## config.mk

```make
export PLATFORM = sky130hd
export DESIGN_NAME = dot_stuffing_stream_encoder
export DESIGN_NICKNAME = d
export VERILOG_FILES = /design/src/rtl/dss_pkg.sv /design/src/rtl/dss_encode.sv /design/src/rtl/dot_stuffing_stream_encoder.sv
export SDC_FILE = /design/constraint.sdc
export NUM_CORES = 1
export LEC_CHECK = 0
export BUFFER_PORTS_ARGS = -buffer_cell sky130_fd_sc_hd__buf_2
export CORE_MARGIN = 8
export CORE_UTILIZATION = 40
export CTS_CLUSTER_DIAMETER = 150
export CTS_CLUSTER_SIZE = 20
export DETAILED_ROUTE_END_ITERATION = 10
export PLACE_DENSITY_LB_ADDON = 0.1
export SYNTH_ARGS = -nofsm -noshare
export SYNTH_HDL_FRONTEND = slang
export SYNTH_SLANG_ARGS = --single-unit
```

## constraint.sdc

```tcl
create_clock -name clk -period 2.7 [get_ports clk]
set_clock_uncertainty 0.2 [all_clocks]
set_input_delay 0.405 -clock clk [delete_from_list [all_inputs] [get_ports clk]]
set_output_delay 0.405 -clock clk [all_outputs]
set_load 0.01 [all_outputs]
```

## src/rtl/dss_pkg.sv

```systemverilog
`timescale 1ns / 1ps
// ----------------------------------------------------------------------------
// dss_pkg
// Types and constants shared by the dot stuffing stream encoder modules.
// ----------------------------------------------------------------------------
package dss_pkg;

    // Largest number of result words that one input word can cause.
    localparam int unsigned MAX_RES = 5;
    localparam int unsigned NUM_W   = $clog2(MAX_RES + 1);
    localparam int unsigned IDX_W   = $clog2(MAX_RES);

    // Input word function codes.
    localparam logic FUNC_DATA   = 1'b0;
    localparam logic FUNC_FINISH = 1'b1;

    // Characters of interest.
    localparam logic [7:0] CH_DOT = 8'h2E;
    localparam logic [7:0] CH_CR  = 8'h0D;
    localparam logic [7:0] CH_LF  = 8'h0A;

    // Error codes carried in each result word.
    localparam logic [1:0] ERR_OK      = 2'd0;
    localparam logic [1:0] ERR_BARE_LF = 2'd1;
    localparam logic [1:0] ERR_BARE_CR = 2'd2;
    localparam logic [1:0] ERR_DONE    = 2'd3;

    typedef struct packed {
        logic       func;
        logic [7:0] in_byte;
    } in_word_t;

    typedef struct packed {
        logic [7:0] out_byte;
        logic [1:0] error_code;
        logic       last;
    } out_word_t;

    // Encoder state kept between input words.
    typedef struct packed {
        logic at_line_start;
        logic cr_pending;
        logic stream_done;
    } enc_state_t;

    // Result words caused by one input word, waiting to be sent.
    typedef struct packed {
        logic [MAX_RES-1:0][7:0] seq;
        logic [NUM_W-1:0]        num;
        logic [1:0]              err;
    } burst_t;

endpackage

```

## src/rtl/dss_encode.sv

```systemverilog
`timescale 1ns / 1ps
// ----------------------------------------------------------------------------
// dss_encode
// Decides, for one input word, the result words it causes and the new state.
// ----------------------------------------------------------------------------
module dss_encode
(
    input  dss_pkg::enc_state_t state,
    input  dss_pkg::in_word_t   word,
    output dss_pkg::enc_state_t state_next,
    output dss_pkg::burst_t     burst
);
    import dss_pkg::*;

    always_comb
    begin
        state_next = state;
        burst      = '0;
        burst.err  = ERR_OK;

        if (state.stream_done)
        begin
            burst.num = NUM_W'(1);
            burst.err = ERR_DONE;
        end
        else if (word.func == FUNC_FINISH)
        begin
            if (state.cr_pending)
            begin
                burst.num = NUM_W'(1);
                burst.err = ERR_BARE_CR;
            end
            else
            begin
                state_next.stream_done = 1'b1;
                if (state.at_line_start)
                begin
                    burst.seq[0] = CH_DOT;
                    burst.seq[1] = CH_CR;
                    burst.seq[2] = CH_LF;
                    burst.num    = NUM_W'(3);
                end
                else
                begin
                    burst.seq[0] = CH_CR;
                    burst.seq[1] = CH_LF;
                    burst.seq[2] = CH_DOT;
                    burst.seq[3] = CH_CR;
                    burst.seq[4] = CH_LF;
                    burst.num    = NUM_W'(5);
                end
            end
        end
        else if (state.cr_pending)
        begin
            if (word.in_byte != CH_LF)
            begin
                burst.num = NUM_W'(1);
                burst.err = ERR_BARE_CR;
            end
            else
            begin
                state_next.cr_pending    = 1'b0;
                state_next.at_line_start = 1'b1;
                burst.seq[0] = CH_CR;
                burst.seq[1] = CH_LF;
                burst.num    = NUM_W'(2);
            end
        end
        else if (word.in_byte == CH_LF)
        begin
            burst.num = NUM_W'(1);
            burst.err = ERR_BARE_LF;
        end
        else if (word.in_byte == CH_CR)
        begin
            // The CR is held back until its LF arrives; nothing is sent yet.
            state_next.cr_pending = 1'b1;
        end
        else
        begin
            state_next.at_line_start = 1'b0;
            burst.seq[0] = word.in_byte;
            if (state.at_line_start && word.in_byte == CH_DOT)
            begin
                burst.seq[1] = CH_DOT;
                burst.num    = NUM_W'(2);
            end
            else
            begin
                burst.num = NUM_W'(1);
            end
        end
    end

endmodule

```

## src/rtl/dot_stuffing_stream_encoder.sv

```systemverilog
`timescale 1ns / 1ps
// ----------------------------------------------------------------------------
// dot_stuffing_stream_encoder
// Mail body encoder with dot transparency, one byte per input word.
// ----------------------------------------------------------------------------
// The block takes a mail body one byte per word and sends the wire bytes one
// per result word. An ordinary byte gives one result word, and a new input
// word is taken in every cycle while results flow. A dot at the start of a
// line and a CR LF pair each give two result words, the terminator three or
// five; the output register sends one byte per cycle unless the receiver
// stalls, and that serializer sets the rate. A CR word produces nothing. A
// rejected word gives one result word with a zero byte, its error code and
// last set, and leaves the state as it was. Once the stream is finished,
// every further word is rejected as already finished until reset.
module dot_stuffing_stream_encoder
(
    input  logic               clk,
    input  logic               rst_n,
    input  logic               src_valid,
    output logic               src_stall,
    input  dss_pkg::in_word_t  src_word,
    output logic               dst_valid,
    input  logic               dst_stall,
    output dss_pkg::out_word_t dst_word
);
    import dss_pkg::*;

    enc_state_t       state_reg;
    enc_state_t       state_next;
    burst_t           burst_next;
    burst_t           burst_reg;
    logic             busy_reg;
    logic [IDX_W-1:0] idx_reg;
    logic             src_take;
    logic             dst_take;
    logic             burst_last;
    logic             burst_free;

    // The encoder looks at the incoming word and the current line state and
    // decides all result words for it in one pass.
    dss_encode u_encode
    (
        .state      (state_reg),
        .word       (src_word),
        .state_next (state_next),
        .burst      (burst_next)
    );

    // The current result word is the last one of its burst when the index has
    // reached the burst length less one.
    assign burst_last = ({1'b0, idx_reg} == (NUM_W + 1)'(burst_reg.num) - (NUM_W + 1)'(1));
    assign dst_take   = busy_reg && !dst_stall;

    // The burst register frees up in the cycle its last word is taken, so a
    // new word can enter right behind it without a bubble.
    assign burst_free = !busy_reg || (dst_take && burst_last);
    assign src_stall  = !burst_free;
    assign src_take   = src_valid && !src_stall;

    assign dst_valid           = busy_reg;
    assign dst_word.out_byte   = burst_reg.seq[idx_reg];
    assign dst_word.error_code = burst_reg.err;
    assign dst_word.last       = burst_last;

    always_ff @(posedge clk or negedge rst_n)
    begin
        if (!rst_n)
        begin
            state_reg.at_line_start <= 1'b1;
            state_reg.cr_pending    <= 1'b0;
            state_reg.stream_done   <= 1'b0;
            busy_reg                <= 1'b0;
            idx_reg                 <= '0;
        end
        else
        begin
            if (src_take)
            begin
                state_reg <= state_next;
            end

            if (src_take)
            begin
                // A held CR produces no result, so the register stays empty.
                busy_reg <= (burst_next.num != '0);
                idx_reg  <= '0;
            end
            else if (dst_take)
            begin
                if (burst_last)
                begin
                    busy_reg <= 1'b0;
                    idx_reg  <= '0;
                end
                else
                begin
                    idx_reg <= idx_reg + IDX_W'(1);
                end
            end
        end
    end

    // Burst payload needs no reset; it is only read while busy_reg is set.
    always_ff @(posedge clk)
    begin
        if (src_take)
        begin
            burst_reg <= burst_next;
        end
    end

endmodule

```

==> results of run 1 <==
[worst max-delay path by stage]
stage | from | end | slack [ns] | cells after the start
3_5_place_dp | src_word[4] | state_reg[2] | 0.24 | 8
5_1_grt | burst_reg[2] | src_stall | 0.005 | 8
2_1_floorplan | burst_reg[2] | burst_reg[10] | 0.48 | 6
4_1_cts | burst_reg[2] | src_stall | 0.10 | 8
3_3_place_gp | src_word[4] | state_reg[2] | 0.32 | 8
6_report | burst_reg[2] | src_stall | 0.10 | 8
[area by class of cell]
type | instances | area [µm²]
multi-input combinational | 105 | 724
timing repair buffer | 29 | 158
tap | 50 | 62.6
clock buffer | 3 | 41.3
inverter | 14 | 52.6
clock inverter | 1 | 7.51
sequential | 27 | 777
fill | 406 | 2090
[critical path: cells and delay by family (launching register included)]
kind / cells / cell delay, ns
AOI/OAI and AO/OA: 1 / 0.35
adders and majority gates: 1 / 0.22
DFF: 1 / 0.40
buffers and inverters: 4 / 0.43
xor gates and xnor gates: 2 / 0.32
[through the flow]
| step | util (%) | instances | setup slack, ns | total power [mW] | hold slack (ns) |
|---|---|---|---|---|---|
| after floorplan | - | 156 | 0.480 | 1.04 | -0.0906 |
| after global placement | 44.7 | 224 | 0.324 | 1.20 | 0.0528 |
| after detailed placement | 44.7 | 224 | 0.239 | 1.21 | 0.0563 |
| after CTS | 46.2 | 229 | 0.102 | 1.45 | 0.224 |
| after global routing | 46.6 | 229 | 0.00539 | 1.54 | 0.222 |
| final | 46.6 | 229 | 0.105 | 1.44 | 0.227 |
[cell usage in the layout (no fill, tap or decap), types with 2 or more instances in the layout]
| cell | synthesis | final |
|---|---|---|
| a211o_1 | 3 | 3 |
| a21oi_1 | 8 | 8 |
| a31oi_1 | 5 | 5 |
| and2_1 | 6 | 6 |
| and3_1 | 2 | 2 |
| buf_2 | 2 | 25 |
| buf_4 | 4 | 3 |
| clkbuf_8 | 0 | 3 |
| dfrtp_1 | 6 | 6 |
| edfxtp_1 | 20 | 20 |
| ha_1 | 5 | 5 |
| inv_1 | 14 | 14 |
| mux2_2 | 2 | 2 |
| nand2_1 | 14 | 14 |
| nand2b_1 | 2 | 2 |
| nand3_1 | 3 | 3 |
| nand4_1 | 3 | 3 |
| nor2_1 | 10 | 10 |
| nor3_1 | 4 | 4 |
| o21ai_0 | 5 | 5 |
| or2_2 | 3 | 3 |
| or3_1 | 3 | 3 |
| xnor2_2 | 0 | 2 |
[cells by family (layout without fill, tap and decap cells)]
family / count (synthesis) / count (layout) / synth area share (%)
multiplexers: 4 / 4 / 2.75
buffers and inverters: 24 / 47 / 6.75
AND/OR/NAND/NOR: 62 / 62 / 22.3
XOR/XNOR: 3 / 3 / 1.65
flip-flops: 27 / 27 / 48.7
adder cells (fa/ha/maj): 5 / 5 / 3.92
AO/OA/AOI/OAI: 31 / 31 / 13.9
[routing by layer]
metal  global-route usage, %  up-vias  wire length [µm]  part of all wire [%]
li1                        -      601                 -                     -
met2                    18.8       27              1700                    50
met1                    13.4      574              1560                    46
met5                       0        -                 0                     0
met3                    2.03        5               112                   3.3
met4                    4.44        0                51                   1.5
[where the power goes]
part | internal, mW | switching [mW]
Clock | 0.105 | 0.127
Sequential | 0.536 | 0.110
Combinational | 0.257 | 0.309
[timing repair]
action	4_1_cts	5_1_grt
hold buffers	1	0
hold endpoints to repair	7	0
endpoints found under the setup margin	0	2
gates resized for setup	0	2
==> flow_summary_export.csv, run 1 <==
group,metric,value,unit
run_status,run_status,"finished clean",
final_layout,drive_above_1_share,27.4,%
floorplanning,num_io_pins,26,
clock_tree,htreeDepth,1,
floorplanning,coreArea,3910,µm²
detailed_routing,dr.pass1.iters,4,
final_layout,design_area,1820,µm²
global_routing,grt_pass1_wl,5580,µm
hold_path,hp-class,"input port to flop",
power,leakagePower,0.806,nW
hold_path,min_from,"src_word[6]",
yosys,synth_top_area_share,37.7,%
floorplanning,die_x,79.1,µm
yosys,synth_cell_types,48,
final_layout,largest_reg_flops,18,
global_routing,grtUsageTotal,11.1,%
detailed_routing,first_iter_violations,47,
sta,finalCritPeriodShare,96.1,%
yosys,synth_warnings,0,
detailed_routing,drtAntennaViolNets,0,
critical_path,crit_path_start_kind,"flop",
detailed_routing,drc,0,
yosys,synth-seq-cells,27,
clock_tree,cts_buffers,3,
critical_path,reg2reg_depth,6,
yosys,ys_seq_area_share,48.7,%
critical_path,worstPathRequired,2.10,ns
yosys,synth_ff_type,"edfxtp_1",
critical_path,crit-reg2reg-launch,"burst_reg[2]",
global_routing,grt_pass1_vias,1196,
sta,fmax,0.385,GHz
critical_path,slowest_stage,"edfxtp_1",
yosys,synth.top_cells.by_count,"edfxtp_1 (20), inv_1 (14), nand2_1 (14), nor2_1 (10), a21oi_1 (8)",
clock_tree,clock_latency,0.27,ns
critical_path,cp_max_fo,5,
yosys,synthesis.area,1590,µm²
hold_path,whs_path_depth,2,
critical_path,cp_cell_sequence,"inv_1 > ha_1 > xnor2_2 > xnor2_2 > o41ai_4 > buf_4 > inv_1 > buf_2",
yosys,synth_area_leader_cell,"edfxtp_1",
floorplanning,rows,23,
final_layout,diodes,0,
detailed_routing,via_per_inst,5.27,
yosys,synth-async-reset-ratio,25.9,%
placement,place_congestion,0.799,
final_layout,area_delta_synth_final,14.4,%
sta,rsz0062_at_grt,"no",
floorplanning,die_height,79.1,µm
power,peakVddDrop,0.287,mV
hold_path,worstHoldEndpoint,"burst_reg[11]",
critical_path,critPathMaxStageDelay,0.40,ns
yosys,synth-edff-count,20,
clock_tree,cts_setup_buffers,0,
sta,setup_tns,0,ns
sta,max_slew_margin,67.7,%
yosys,avgSynthCellArea,10.2,µm²
detailed_routing,vias,1207,
detailed_routing,wl_per_cell,15.0,µm
clock_tree,tritoncts,"yes",
clock_tree,cts.root.buffer_cell,"clkbuf_8",
critical_path,worstPathArrival,1.99,ns
sta,finalSetupViolCount,0,
sta,slew_viol_final,0,
yosys,synth_nets,174,
placement,io_buffer_count,25,
placement,placed_area,1750,µm²
floorplanning,dieArea,6260,µm²
placement,dpl.hpwl,2690,µm
detailed_routing,drt_wl_total,3430,µm
critical_path,cp-end-kind,"output pin",
yosys,synth_area_leaders,"edfxtp_1 (38%), dfrtp_1 (9.4%), ha_1 (3.9%)",
clock_tree,clk_pin_slew,0.09,ns
final_layout,nets,198,
run,max_cap_viol_count,0,
global_routing,antenna_found_initial,0,
yosys,synth.most_common_cell,"edfxtp_1",
global_routing,grt_max_degree,22,
critical_path,regToRegEndpoint,"burst_reg[23]",
clock_tree,cts_sinks,27,
sta,max_slew.worst_pin.slew,0.485,ns
power,p_per_area,792,nW/µm²
yosys,synthCells,156,
floorplanning,start_util,40.7,%
sta,period_minus_slack,2.60,ns
critical_path,path_class,"flop to output pin",
global_routing,grt.overflow.total,0,
sta,finalHoldViolations,0,
critical_path,r2r_setup_slack,0.28,ns
clock_tree,cts_buffer_depth,2,
Power figures use the tool's default switching activity.
==> inputs of run 2 (changes only) <==
Settings changed: ABC_AREA set to 1, GPL_TIMING_DRIVEN set to 0, SETUP_SLACK_MARGIN set to 0.05.
==> flow_summary_export.csv, run 2 <==
group,metric,value,unit
run_status,run_status,"finished clean",
final_layout,layout_commonest_cell,"nand2_1",
yosys,synth-seq-cells,27,
sta,finalSetupViolCount,0,
yosys,synth_top_area_share,36.2,%
clock_tree,cts_sinks,27,
yosys,synth-edff-count,20,
final_layout,largest_reg_flops,18,
yosys,synth-async-reset-ratio,25.9,%
sta,max_slew.worst_pin.slew,0.663,ns
detailed_routing,wl_per_cell,12.5,µm
global_routing,antenna_found_initial,0,
global_routing,grt_pass1_wl,5780,µm
clock_tree,clk_pin_slew,0.09,ns
clock_tree,cts_buffer_depth,2,
yosys,ys_seq_area_share,46.8,%
yosys,synth.most_common_cell,"nand2_1",
floorplanning,start_util,41.5,%
sta,finalCritPeriodShare,85.7,%
floorplanning,dieArea,6460,µm²
yosys,synth_nets,215,
placement,io_buffer_count,25,
floorplanning,coreArea,4000,µm²
clock_tree,clock_latency,0.26,ns
detailed_routing,drtAntennaViolNets,0,
global_routing,grt.overflow.total,0,
critical_path,startpoint,"burst_reg[2]",
global_routing,grtUsageTotal,11.0,%
global_routing,grt_max_degree,22,
placement,pre_cts_ws,0.0449,ns
critical_path,cp-end-kind,"output pin",
run,max_cap_viol_count,0,
yosys,synth_ff_type,"edfxtp_1",
clock_tree,cts.root.buffer_cell,"clkbuf_8",
power,p_per_area,662,nW/µm²
critical_path,crit-reg2reg-launch,"burst_reg[2]",
hold_path,hp-class,"input port to flop",
critical_path,crit_path_start_kind,"flop",
floorplanning,num_io_pins,26,
detailed_routing,via_per_inst,4.79,
global_routing,grt_pass1_vias,1333,
sta,setup_tns,0,ns
sta,period_minus_slack,2.31,ns
detailed_routing,first_iter_violations,35,
final_layout,final_cell_mix,"nand2_1 (38), buf_2 (25), inv_1 (24), nor2_1 (24), edfxtp_1 (20)",
yosys,synthCells,197,
final_layout,nets,246,
final_layout,diodes,0,
placement,place_congestion,0.813,
sta,rsz0062_at_grt,"no",
critical_path,path_class,"flop to output pin",
yosys,synth_warnings,0,
yosys,synth_cell_types,31,
clock_tree,cts_buffers,3,
power,peakVddDrop,0.194,mV
power,leakagePower,0.900,nW
clock_tree,cts_setup_buffers,0,
clock_tree,htreeDepth,1,
critical_path,worstPathRequired,2.10,ns
yosys,synthesis.area,1660,µm²
detailed_routing,drt_wl_total,3460,µm
sta,fmax,0.432,GHz
yosys,avgSynthCellArea,8.42,µm²
sta,fin_hold_ws,0.212,ns
yosys,synth.top_cells.by_count,"nand2_1 (38), inv_1 (24), nor2_1 (24), edfxtp_1 (20), nand3_1 (15)",
final_layout,drive_above_1_share,27.8,%
detailed_routing,drc,0,
detailed_routing,vias,1326,
clock_tree,tritoncts,"yes",
floorplanning,die_height,80.4,µm
sta,max_slew_margin,55.7,%
critical_path,cp_max_fo,4,
sta,slew_viol_final,0,
floorplanning,rows,23,
sta,worst_slack,0.386,ns
critical_path,worstPathArrival,1.71,ns
hold_path,min_from,"src_valid",
placement,dpl.hpwl,2860,µm
final_layout,area_delta_synth_final,15.1,%
detailed_routing,dr.pass1.iters,4,
floorplanning,die_x,80.4,µm
yosys,synth_area_leaders,"edfxtp_1 (36%), dfrtp_1 (9.0%), nand2_1 (8.6%)",
yosys,synth_area_leader_cell,"edfxtp_1",
sta,finalHoldViolations,0,
run 2: through the flow:
stage / cell area, µm² / instances / utilization, % / power [mW]
after floorplan: 1660 / 197 / - / 0.894
after global placement: 1850 / 272 / 46.2 / 1.04
after detailed placement: 1850 / 272 / 46.2 / 1.06
after CTS: 1910 / 277 / 47.7 / 1.28
after global routing: 1910 / 277 / 47.7 / 1.36
final: 1910 / 277 / 47.7 / 1.26
run 2: report_power, final:
group	leakage, nW	total (mW)	switching [mW]	internal [mW]
logic	0.625	0.508	0.312	0.196
registers	0.253	0.539	0.0414	0.498
clock network	0.0228	0.217	0.112	0.105
total	0.900	1.26	0.465	0.799
run 2: area by class of cell:
type / instances / area, µm²
fill: 410 / 2090
tap: 50 / 62.6
buffer: 5 / 45.0
inverter: 37 / 141
clock buffer: 4 / 45.0
multi-input combinational: 128 / 703
sequential: 27 / 777
timing repair buffer: 26 / 135
run 2: what timing repair did:
item                                    4_1_cts  5_1_grt
hold buffers                                  1        0
gates resized for setup                       1        0
endpoints found under the setup margin       20        0
endpoints found under the hold margin         7        0
run 2: final timing paths:
path                                 to  slack [ns]  cells after the start
max                           src_stall        0.39                      7
max reg2reg                burst_reg[5]        0.39                      5
min reg2reg                state_reg[2]        0.31                      2
min in group asynchronous  state_reg[1]        0.31                      2
max in group asynchronous  state_reg[2]        1.75                      2
min                           dst_valid        0.21                      3
run 2: logic make-up after synthesis:
| kind of cell | after synthesis | synth area share (%) |
|---|---|---|
| and+or+nand+nor | 97 | 28.3 |
| buffers and inverters | 42 | 11.2 |
| DFF | 27 | 46.8 |
| AOI/OAI and AO/OA | 23 | 7.69 |
| adders and majority gates | 5 | 3.77 |
| muxes | 2 | 1.21 |
| xor gates and xnor gates | 1 | 0.981 |
run 2: worst max-delay path, stage by stage, from the launching register on:
cell      delay, ns
edfxtp_1       0.40
inv_1          0.07
ha_1           0.32
xor2_2         0.21
nand4_4        0.16
nand2_4        0.12
inv_1          0.04
buf_2          0.13
run 2: metal layers:
layer  wire, µm  GRT usage, %
met1       1650          13.7
met5          0             0
met3         71          1.56
met4         44          4.36
met2       1690          18.8
